<file path="src/rtl/cc20_pkg.sv">
`default_nettype none

package cc20_pkg;

    typedef logic [31:0] word_t;

    localparam int unsigned NUM_WORDS   = 16;
    localparam int unsigned NUM_LANES   = 4;
    localparam int unsigned NUM_ROUNDS  = 20;
    localparam int unsigned BLOCK_BYTES = 64;
    localparam int unsigned POS_W       = $clog2(BLOCK_BYTES);
    localparam int unsigned ROUND_W     = $clog2(NUM_ROUNDS);
    localparam int unsigned CFG_DATA_W  = 64;
    localparam int unsigned CFG_INDEX_W = 3;

    localparam word_t SIGMA_0 = 32'h6170_7865;
    localparam word_t SIGMA_1 = 32'h3320_646e;
    localparam word_t SIGMA_2 = 32'h7962_2d32;
    localparam word_t SIGMA_3 = 32'h6b20_6574;

    typedef enum logic [1:0] {
        ST_IDLE,
        ST_GEN,
        ST_FIN,
        ST_EMIT
    } state_t;

    typedef enum logic [CFG_INDEX_W-1:0] {
        REG_KEY_0,
        REG_KEY_1,
        REG_KEY_2,
        REG_KEY_3,
        REG_NONCE_0,
        REG_NONCE_1,
        REG_START_COUNT
    } cfg_reg_t;

    // Word roles within a quarter round
    localparam logic [1:0] ROLE_A = 2'd0;
    localparam logic [1:0] ROLE_B = 2'd1;
    localparam logic [1:0] ROLE_C = 2'd2;
    localparam logic [1:0] ROLE_D = 2'd3;

    // Column rounds: role*4 + lane. Diagonal rounds shift the lane by the role.
    function automatic logic [3:0] qr_index(input logic [1:0] lane, input logic diag,
                                            input logic [1:0] role);
        logic [1:0] off;
        off = diag ? 2'(lane + role) : lane;
        return {role, off};
    endfunction

endpackage

`default_nettype wire

</file>
<file path="src/rtl/cc20_qr_lane.sv">
`default_nettype none

// One quarter-round step: p + q, then rotl(r ^ sum) by the step's amount.
module cc20_qr_lane (
    input  wire cc20_pkg::word_t p_word,
    input  wire cc20_pkg::word_t q_word,
    input  wire cc20_pkg::word_t r_word,
    input  wire logic [1:0]      step,
    output cc20_pkg::word_t      sum_word,
    output cc20_pkg::word_t      mix_word
);

    cc20_pkg::word_t x_word;

    assign sum_word = p_word + q_word;
    assign x_word   = r_word ^ sum_word;

    always_comb begin
        case (step)
            2'd0:    mix_word = {x_word[15:0], x_word[31:16]};
            2'd1:    mix_word = {x_word[19:0], x_word[31:20]};
            2'd2:    mix_word = {x_word[23:0], x_word[31:24]};
            2'd3:    mix_word = {x_word[24:0], x_word[31:25]};
            default: mix_word = x_word;
        endcase
    end

endmodule

`default_nettype wire

</file>
<file path="src/rtl/chacha20_stream_cipher.sv">
`default_nettype none

// ChaCha20 (256-bit key, 96-bit nonce, 32-bit block counter, 20 rounds), one
// byte per word: m_out_byte is s_data_byte XORed with the next keystream byte.
// The first byte of a message loads the block counter from start_count; a byte
// with s_last_of_message set ends it. A byte inside a block is accepted, then
// loaded into the output register. A byte at a block boundary first loads the
// state, then runs the 20 rounds on four shared quarter-round step units (one
// add, xor and rotate per unit per cycle), then the final feed-forward add on
// the same units, and then loads the output. The output register lets the next
// byte be accepted while a result is still waiting.
module chacha20_stream_cipher (
    input  wire logic                             aclk,
    input  wire logic                             aresetn,
    input  wire logic                             cfg_wr_en,
    input  wire logic [cc20_pkg::CFG_INDEX_W-1:0] cfg_index,
    input  wire logic [cc20_pkg::CFG_DATA_W-1:0]  cfg_wdata,
    input  wire logic                             s_valid,
    output logic                                  s_ready,
    input  wire logic [7:0]                       s_data_byte,
    input  wire logic                             s_last_of_message,
    output logic                                  m_valid,
    input  wire logic                             m_ready,
    output logic [7:0]                            m_out_byte
);

    localparam int unsigned NW = cc20_pkg::NUM_WORDS;
    localparam int unsigned NL = cc20_pkg::NUM_LANES;
    localparam int unsigned PW = cc20_pkg::POS_W;
    localparam int unsigned RW = cc20_pkg::ROUND_W;

    // Configuration
    logic [63:0] key_reg [4];
    logic [63:0] nonce_0_reg;
    logic [31:0] nonce_1_reg;
    logic [31:0] start_count_reg;

    // Control
    cc20_pkg::state_t state_reg, state_next;
    logic [1:0]    step_reg, step_next;
    logic [RW-1:0] round_reg, round_next;
    logic [PW-1:0] byte_pos_reg, byte_pos_next;
    logic [PW-1:0] cur_pos_reg, cur_pos_next;
    logic [31:0]   block_count_reg, block_count_next;
    logic [31:0]   gen_count_reg, gen_count_next;
    logic          fresh_reg, fresh_next;
    logic          m_valid_reg, m_valid_next;

    // Payload
    cc20_pkg::word_t words_reg [NW];
    cc20_pkg::word_t words_next [NW];
    logic [7:0]      data_reg;
    logic [7:0]      m_out_byte_reg;

    logic            accept;
    logic            need_block;
    logic            emit_load;
    logic [PW-1:0]   eff_pos;
    logic [31:0]     eff_count;
    logic [31:0]     init_count;
    cc20_pkg::word_t init_w [NW];
    cc20_pkg::word_t ks_word;
    logic [7:0]      ks_byte;

    cc20_pkg::word_t lane_p [NL];
    cc20_pkg::word_t lane_q [NL];
    cc20_pkg::word_t lane_r [NL];
    cc20_pkg::word_t lane_sum [NL];
    cc20_pkg::word_t lane_mix [NL];
    logic [3:0]      p_idx [NL];
    logic [3:0]      q_idx [NL];
    logic [3:0]      r_idx [NL];
    logic [3:0]      fin_idx [NL];

    assign s_ready    = (state_reg == cc20_pkg::ST_IDLE);
    assign accept     = s_valid && s_ready;
    assign eff_pos    = fresh_reg ? '0 : byte_pos_reg;
    assign eff_count  = fresh_reg ? start_count_reg : block_count_reg;
    assign need_block = (eff_pos == '0);
    assign emit_load  = (state_reg == cc20_pkg::ST_EMIT) && (!m_valid_reg || m_ready);
    assign init_count = (state_reg == cc20_pkg::ST_IDLE) ? eff_count : gen_count_reg;

    assign m_valid    = m_valid_reg;
    assign m_out_byte = m_out_byte_reg;

    // Configuration writes; index 7 is ignored
    always_ff @(posedge aclk) begin
        if (!aresetn) begin
            for (int i = 0; i < 4; i++) key_reg[i] <= '0;
            nonce_0_reg     <= '0;
            nonce_1_reg     <= '0;
            start_count_reg <= '0;
        end else if (cfg_wr_en) begin
            case (cfg_index)
                cc20_pkg::REG_KEY_0:       key_reg[0]      <= cfg_wdata;
                cc20_pkg::REG_KEY_1:       key_reg[1]      <= cfg_wdata;
                cc20_pkg::REG_KEY_2:       key_reg[2]      <= cfg_wdata;
                cc20_pkg::REG_KEY_3:       key_reg[3]      <= cfg_wdata;
                cc20_pkg::REG_NONCE_0:     nonce_0_reg     <= cfg_wdata;
                cc20_pkg::REG_NONCE_1:     nonce_1_reg     <= cfg_wdata[31:0];
                cc20_pkg::REG_START_COUNT: start_count_reg <= cfg_wdata[31:0];
                default: ;
            endcase
        end
    end

    // Initial block state
    always_comb begin
        init_w[0] = cc20_pkg::SIGMA_0;
        init_w[1] = cc20_pkg::SIGMA_1;
        init_w[2] = cc20_pkg::SIGMA_2;
        init_w[3] = cc20_pkg::SIGMA_3;
        for (int i = 0; i < 4; i++) begin
            init_w[4 + 2*i] = key_reg[i][31:0];
            init_w[5 + 2*i] = key_reg[i][63:32];
        end
        init_w[12] = init_count;
        init_w[13] = nonce_0_reg[31:0];
        init_w[14] = nonce_0_reg[63:32];
        init_w[15] = nonce_1_reg;
    end

    // Operand routing: even steps a += b, d ^= a; odd steps c += d, b ^= c; feed-forward adds init_w
    always_comb begin
        for (int l = 0; l < NL; l++) begin
            p_idx[l]   = cc20_pkg::qr_index(2'(l), round_reg[0],
                             step_reg[0] ? cc20_pkg::ROLE_C : cc20_pkg::ROLE_A);
            q_idx[l]   = cc20_pkg::qr_index(2'(l), round_reg[0],
                             step_reg[0] ? cc20_pkg::ROLE_D : cc20_pkg::ROLE_B);
            r_idx[l]   = cc20_pkg::qr_index(2'(l), round_reg[0],
                             step_reg[0] ? cc20_pkg::ROLE_B : cc20_pkg::ROLE_D);
            fin_idx[l] = {step_reg, 2'(l)};
            if (state_reg == cc20_pkg::ST_FIN) begin
                lane_p[l] = words_reg[fin_idx[l]];
                lane_q[l] = init_w[fin_idx[l]];
            end else begin
                lane_p[l] = words_reg[p_idx[l]];
                lane_q[l] = words_reg[q_idx[l]];
            end
            lane_r[l] = words_reg[r_idx[l]];
        end
    end

    for (genvar g = 0; g < NL; g++) begin : g_lane
        cc20_qr_lane u_lane (
            .p_word   (lane_p[g]),
            .q_word   (lane_q[g]),
            .r_word   (lane_r[g]),
            .step     (step_reg),
            .sum_word (lane_sum[g]),
            .mix_word (lane_mix[g])
        );
    end

    always_comb begin
        for (int i = 0; i < NW; i++) words_next[i] = words_reg[i];
        case (state_reg)
            cc20_pkg::ST_IDLE: begin
                if (accept && need_block) begin
                    for (int i = 0; i < NW; i++) words_next[i] = init_w[i];
                end
            end
            cc20_pkg::ST_GEN: begin
                for (int l = 0; l < NL; l++) begin
                    words_next[p_idx[l]] = lane_sum[l];
                    words_next[r_idx[l]] = lane_mix[l];
                end
            end
            cc20_pkg::ST_FIN: begin
                for (int l = 0; l < NL; l++) words_next[fin_idx[l]] = lane_sum[l];
            end
            default: ;
        endcase
    end

    // Sequencer
    always_comb begin
        state_next       = state_reg;
        step_next        = step_reg;
        round_next       = round_reg;
        byte_pos_next    = byte_pos_reg;
        cur_pos_next     = cur_pos_reg;
        block_count_next = block_count_reg;
        gen_count_next   = gen_count_reg;
        fresh_next       = fresh_reg;
        m_valid_next     = m_valid_reg && !m_ready;
        case (state_reg)
            cc20_pkg::ST_IDLE: begin
                if (accept) begin
                    cur_pos_next  = eff_pos;
                    byte_pos_next = s_last_of_message ? '0 : PW'(eff_pos + 1'b1);
                    fresh_next    = s_last_of_message;
                    step_next     = '0;
                    round_next    = '0;
                    if (need_block) begin
                        gen_count_next   = eff_count;
                        block_count_next = eff_count + 32'd1;
                        state_next       = cc20_pkg::ST_GEN;
                    end else begin
                        state_next       = cc20_pkg::ST_EMIT;
                    end
                end
            end
            cc20_pkg::ST_GEN: begin
                step_next = step_reg + 2'd1;
                if (step_reg == 2'd3) begin
                    if (round_reg == RW'(cc20_pkg::NUM_ROUNDS - 1)) begin
                        round_next = '0;
                        state_next = cc20_pkg::ST_FIN;
                    end else begin
                        round_next = round_reg + 1'b1;
                    end
                end
            end
            cc20_pkg::ST_FIN: begin
                step_next = step_reg + 2'd1;
                if (step_reg == 2'd3) state_next = cc20_pkg::ST_EMIT;
            end
            cc20_pkg::ST_EMIT: begin
                if (emit_load) begin
                    m_valid_next = 1'b1;
                    state_next   = cc20_pkg::ST_IDLE;
                end
            end
            default: state_next = cc20_pkg::ST_IDLE;
        endcase
    end

    always_ff @(posedge aclk) begin
        if (!aresetn) begin
            state_reg       <= cc20_pkg::ST_IDLE;
            step_reg        <= '0;
            round_reg       <= '0;
            byte_pos_reg    <= '0;
            cur_pos_reg     <= '0;
            block_count_reg <= '0;
            gen_count_reg   <= '0;
            fresh_reg       <= 1'b1;
            m_valid_reg     <= 1'b0;
        end else begin
            state_reg       <= state_next;
            step_reg        <= step_next;
            round_reg       <= round_next;
            byte_pos_reg    <= byte_pos_next;
            cur_pos_reg     <= cur_pos_next;
            block_count_reg <= block_count_next;
            gen_count_reg   <= gen_count_next;
            fresh_reg       <= fresh_next;
            m_valid_reg     <= m_valid_next;
        end
    end

    // Keystream byte j is byte j%4 of word j/4
    assign ks_word = words_reg[cur_pos_reg[PW-1:2]];
    assign ks_byte = 8'(ks_word >> {cur_pos_reg[1:0], 3'b000});

    always_ff @(posedge aclk) begin
        for (int i = 0; i < NW; i++) words_reg[i] <= words_next[i];
        if (accept) data_reg <= s_data_byte;
        if (emit_load) m_out_byte_reg <= data_reg ^ ks_byte;
    end

    a_fresh_pos_zero: assert property (@(posedge aclk) disable iff (!aresetn)
        fresh_reg |-> byte_pos_reg == '0)
        else $error("fresh message with nonzero byte position");

    a_fresh_makes_block: assert property (@(posedge aclk) disable iff (!aresetn)
        accept && fresh_reg |=> state_reg == cc20_pkg::ST_GEN && gen_count_reg == $past(start_count_reg))
        else $error("message start did not generate a block from start_count");

    a_rounds_to_fin: assert property (@(posedge aclk) disable iff (!aresetn)
        state_reg == cc20_pkg::ST_GEN && step_reg == 2'd3
            && round_reg == RW'(cc20_pkg::NUM_ROUNDS - 1)
        |=> state_reg == cc20_pkg::ST_FIN && step_reg == 2'd0)
        else $error("round sequence did not end in feed-forward");

    a_emit_sets_valid: assert property (@(posedge aclk) disable iff (!aresetn)
        emit_load |=> m_valid_reg && state_reg == cc20_pkg::ST_IDLE)
        else $error("result not presented after emit");

    a_count_advances: assert property (@(posedge aclk) disable iff (!aresetn)
        accept && need_block |=> block_count_reg == gen_count_reg + 32'd1)
        else $error("block counter not advanced after block generation");

endmodule

`default_nettype wire
</file>
<file path="config.mk">
export PLATFORM = sky130hd
export DESIGN_NAME = chacha20_stream_cipher
export DESIGN_NICKNAME = d
export VERILOG_FILES = /design/src/rtl/cc20_pkg.sv /design/src/rtl/cc20_qr_lane.sv /design/src/rtl/chacha20_stream_cipher.sv
export SDC_FILE = /design/constraint.sdc
export NUM_CORES = 2
export LEC_CHECK = 0
export BUFFER_PORTS_ARGS = -buffer_cell sky130_fd_sc_hd__buf_2
export CELL_PAD_IN_SITES_DETAIL_PLACEMENT = 2
export CELL_PAD_IN_SITES_GLOBAL_PLACEMENT = 2
export CORE_MARGIN = 5
export CORE_UTILIZATION = 46
export DETAILED_ROUTE_END_ITERATION = 7
export PLACE_DENSITY = 0.89
export REMOVE_ABC_BUFFERS = 1
export SLEW_MARGIN = 15
export SYNTH_ARGS = -nofsm -noshare
export SYNTH_HDL_FRONTEND = slang
export SYNTH_SLANG_ARGS = --single-unit
</file>
<file path="constraint.sdc">
create_clock -name aclk -period 58.4 [get_ports aclk]
set_clock_uncertainty 0.15 [all_clocks]
set_input_delay 0 -clock aclk [delete_from_list [all_inputs] [get_ports aclk]]
set_output_delay 0 -clock aclk [all_outputs]
set_load 0.05 [all_outputs]
</file>
==> impl_metrics.csv, run 1 <==
group,metric,value,unit
yosys,ys_ff_latch,1005,
placed_design,dpl.cell_count,11990,
yosys,synth_area,90970,um^2
clock_tree,numCtsBuffers,132,
clock_tree,clk_path_buf_depth,3,
status,status,"stopped before the end",
clock_tree,cts_resized,0,
status,lastStage,"5_1_grt",
yosys,ys_seq_area_share,30.74,%
floorplan,io_pins,91,
clock_tree,cts_htree_levels,4,
yosys,synth_top_family_by_area,"compound AO/OA/AOI/OAI gates",
yosys,ys.flop_type,"edfxtp_1",
placed_design,globalplace.congestion,1.119,
floorplan,initial_core_util,46.18,%
global_routing,grt_max_degree,154,
yosys,synth_xor_area_share,3.419,%
yosys,synth_cell_types,110,
floorplan,rows,163,
global_routing,track_usage,87.40,%
yosys,ys_async_sr_fraction,0,%
yosys,yosys_warnings,0,
global_routing,antenna_found_initial,126,
yosys,yosys.area.top_type_share,25.88,%
placed_design,numPortBuffers,90,
yosys,synth_edf_count,784,
yosys,avgSynthCellArea,9.180,um^2
status,stop_error,"[ERROR GRT-0232] Routing congestion too high. Check the congestion heatmap in the GUI.",
yosys,synth_area_leaders,"edfxtp_1 (26%), mux4_2 (13%), mux2i_1 (7.2%)",
yosys,synthAdderAreaFrac,1.986,%
yosys,muxShareOfSynthArea,22.28,%
placed_design,hpwl,430.3,mm
clock_tree,clkSinkCount,1005,
yosys,synth_top_area_cell,"edfxtp_1",
clock_tree,clock-root-buffer,"clkbuf_16",
floorplan,fp.dieH,454.7,um
yosys,synth_compound_area_share,22.47,%
yosys,synthCells,9910,
floorplan,die_x,454.7,um
global_routing,overflow,391,
yosys,yosys.area_share.simple,14.70,%
[through the flow]
| stage | hold WS [ns] | area [um^2] | setup TNS, ns | setup WS, ns |
|---|---|---|---|---|
| 2_1_floorplan | -0.06113 | 87290 | -3532.66 | -8.967 |
| 3_3_place_gp | 0.02660 | 94010 | 0 | 49.09 |
| 3_5_place_dp | 0.02872 | 94190 | 0 | 48.81 |
| 4_1_cts | 0.001080 | 100400 | 0 | 48.29 |
[Yosys cell counts, types with 24 or more instances]
library cell,instances
a211o_1,37
a211oi_1,144
a21o_1,60
a21oi_1,1085
a221o_1,65
a221oi_1,154
a222oi_1,60
a22oi_1,45
a31o_2,24
a31oi_1,94
and2_1,322
and3_1,34
buf_1,147
buf_2,71
clkbuf_1,728
dfxtp_1,221
edfxtp_1,784
ha_1,138
inv_1,80
mux2_2,197
mux2i_1,654
mux4_2,511
nand2_1,877
nand2b_1,56
nand3_1,98
nand3b_1,25
nand4_1,41
nor2_1,1180
nor2b_1,38
nor3_1,134
o211ai_1,97
o21a_1,71
o21ai_0,542
o221ai_1,126
o22a_1,51
o22ai_1,106
o2bb2ai_1,26
o311a_1,27
or2_2,40
or3_1,45
xnor2_1,119
xor2_1,109
[metal layers]
layer	global-route usage [%]	overflow
met4	86.54	178
met1	87.97	31
met5	61.74	6
met2	95.82	142
met3	79.43	34
[logic make-up after synthesis]
logic type	count (synthesis)
AOI/OAI and AO/OA	3113
adders and majority gates	142
buffers and inverters	1036
muxes	1362
DFF	1005
and+or+nand+nor	2975
xor gates and xnor gates	277
[what timing repair did]
item | 4_1_cts
endpoints found under the hold margin | 430
hold buffers | 174
buffers inserted | 0
==> inputs of run 2 (changes only) <==
Settings changed: CELL_PAD_IN_SITES_DETAIL_PLACEMENT 2 to default, CELL_PAD_IN_SITES_GLOBAL_PLACEMENT 2 to default, CORE_UTILIZATION 46 to 35, PLACE_DENSITY 0.89 to default, PLACE_DENSITY_LB_ADDON from default to 0.15.
==> run 2 against run 1 <==
Against the previous run:
- the flow now finishes, with violations (design-rule violations)
- synthesized cell count unchanged
- synthesized area is the same
==> impl_metrics.csv, run 2 <==
group,metric,value,unit
status,status,"finished with violations",
status,violations,"design-rule violations",
layout,drive_gt1_share,15.98,%
placed_design,hpwl,400.0,mm
layout,final_cell_mix,"nor2_1 (1165), a21oi_1 (1080), nand2_1 (870)",
yosys,ys_async_sr_fraction,0,%
global_routing,overflow,0,
floorplan,fp.dieH,519.8,um
setup_path,cp_data_arrival_time,10.29,ns
layout,final_common_cell,"nor2_1",
sta,worst_pin_slew,1.434,ns
route,vias,93960,
job,cap_violations,0,
route,firstDrtPassIters,8,
setup_path,cp-end-kind,"flop",
setup_path,crit_fanout,94,
setup_path,crit_chain,"buf_12 > buf_4 > buf_4 > buf_4 > o211ai_1 > a31oi_1 > ha_1 > nand4_1 > a2111oi_1 > buf_4 > or3_1 > a21oi_2 > xnor3_1 > a2111oi_2 > nor3_1 > a311oi_1 > o221ai_1",
layout,multi_input_area,59750,um^2
route,wl_per_cell,42.53,um
setup_path,critPathMostFrequentCell,"buf_4",
placed_design,numPortBuffers,90,
global_routing,track_usage,39.70,%
sta,post-route-min-period,9.844,ns
floorplan,rows,187,
global_routing,grt_first_pass_wirelength,754.9,mm
placed_design,globalplace.congestion,1.081,
yosys,yosys_warnings,0,
route,routed_wirelength,563.6,mm
layout,fin_nets,9925,
setup_path,crit_slowest_cell,"a2111oi_1",
yosys,ys_ff_latch,1005,
global_routing,grt_max_degree,123,
clock_tree,clock_latency,0.88,ns
route,drc_errors,9,
floorplan,fp.coreArea,259200,um^2
route,dr.first_iter.drc_count,16200,
floorplan,die_x,519.8,um
sta,finalSetupViolations,0,
yosys,synth_area,90970,um^2
sta,whs,0.05727,ns
sta,finalMaxSlewViolations,0,
yosys,synth_edf_count,784,
yosys,synth_commonest_cells,"nor2_1 (1180), a21oi_1 (1085), nand2_1 (877)",
layout,syn_to_final_growth,12.21,%
yosys,yosysMostFrequentCell,"nor2_1",
floorplan,initial_core_util,35.09,%
sta,clock.fmax,101.6,MHz
setup_path,startpoint_type,"flop",
layout,largest_reg_flops,512,
setup_path,required,58.85,ns
sta,slew_headroom,3.747,%
clock_tree,cts_resized,0,
route,vias_per_cell,7.092,
clock_tree,cts_htree_levels,4,
yosys,ys.flop_type,"edfxtp_1",
yosys,synth_cell_types,110,
setup_path,worst-setup-path-type,"reg -> reg",
global_routing,antenna_found_initial,52,
clock_tree,postCtsSetupBuffers,0,
clock_tree,clock-root-buffer,"clkbuf_16",
sta,finalCritPeriodShare,16.86,%
clock_tree,clk_path_buf_depth,4,
clock_tree,numCtsBuffers,147,
layout,fill_cells,25820,
yosys,yosys.area.top_type_share,25.88,%
clock_tree,cts_tree,"built",
clock_tree,clkSinkCount,1005,
sta,finalHoldViolations,0,
sta,rsz0062_at_grt,"no",
clock_tree,cts.clk_slew.worst_paths,0.07,ns
yosys,synthCells,9910,
worst_hold_path,hold_class,"in -> reg",
yosys,synth_area_leaders,"edfxtp_1 (26%), mux4_2 (13%), mux2i_1 (7.2%)",
setup_path,slowest_delay,1.03,ns
route,postRouteAntennaNets,0,
yosys,avgSynthCellArea,9.180,um^2
yosys,synth_top_area_cell,"edfxtp_1",
global_routing,grt_pass1_vias,85190,
layout,seq_area,28000,um^2
floorplan,io_pins,91,
yosys,ys_seq_area_share,30.74,%
floorplan,die_area,270200,um^2
==> run 2: path summary, 6_finish.rpt <==
check	start	to	slack [ns]	cells after the start
hold reg to reg	cur_pos_reg[3]	flop	0.30	2
setup reg to reg	round_reg[0]	words_reg[12][2]	48.56	17
setup / recovery	round_reg[0]	words_reg[12][2]	48.56	17
hold / removal	cfg_wdata[8]	nonce_1_reg[8]	0.06	4
==> run 2: area by class of cell <==
class	instances	share of cell area, %
tap	3402	4.170
clock buffer	202	3.995
sequential	1005	27.43
inverter	85	0.3591
antenna	37	0.09070
clock inverter	56	0.5896
timing repair buffer	594	4.837
multi-input combinational	7869	58.53
==> run 2: cells by family after synthesis <==
kind of cell,count (synthesis),synth area share (%)
AND/OR/NAND/NOR,2975,14.70
XOR/XNOR,277,3.419
flip-flops,1005,30.74
AO/OA/AOI/OAI,3113,22.47
adder cells (fa/ha/maj),142,1.986
buffers and inverters,1036,4.401
multiplexers,1362,22.28
==> run 2: layer usage <==
metal  up-vias  share of wire (%)  wire length, um  global-route usage [%]
li1      37700                  -                -                       -
met1     47390                 39           217200                   51.93
met2      7409                 41           228400                   55.58
met3      1433                 14            76250                   14.49
met4        26                7.3            41400                   24.14
met5         -              0.045              255                  0.2808
==> run 2: worst max-delay path, delay by kind of cell, from the launching register on <==
family                     cells  cell delay (ns)
DFF                            1             0.71
xor gates and xnor gates       1             0.59
and+or+nand+nor                3             0.86
buffers and inverters          5             2.86
adders and majority gates      1             0.55
AOI/OAI and AO/OA              7             3.55
==> run 2: per-stage QoR <==
stage / worst slack [ns] / utilization [%] / instance area [um^2] / TNS [ns] / instances
floorplan: -8.967 / - / 87290 / -3532.66 / 8959
global placement: 48.63 / 36.72 / 95210 / 0 / 12760
detailed placement: 48.89 / 36.78 / 95350 / 0 / 12770
CTS: 48.92 / 39.32 / 101900 / 0 / 13210
global route: 48.58 / 39.34 / 102000 / 0 / 13210
finish: 48.56 / 39.38 / 102100 / 0 / 13250
==> run 2: timing repair <==
action                                  in CTS  in global routing
hold buffers                               190                  0
endpoints found under the setup margin       0                  0
hold endpoints to repair                   482                  0
Power of run 2 is not shown: default switching activity piles up to over one toggle a cycle in this logic, so the estimate is an artifact.
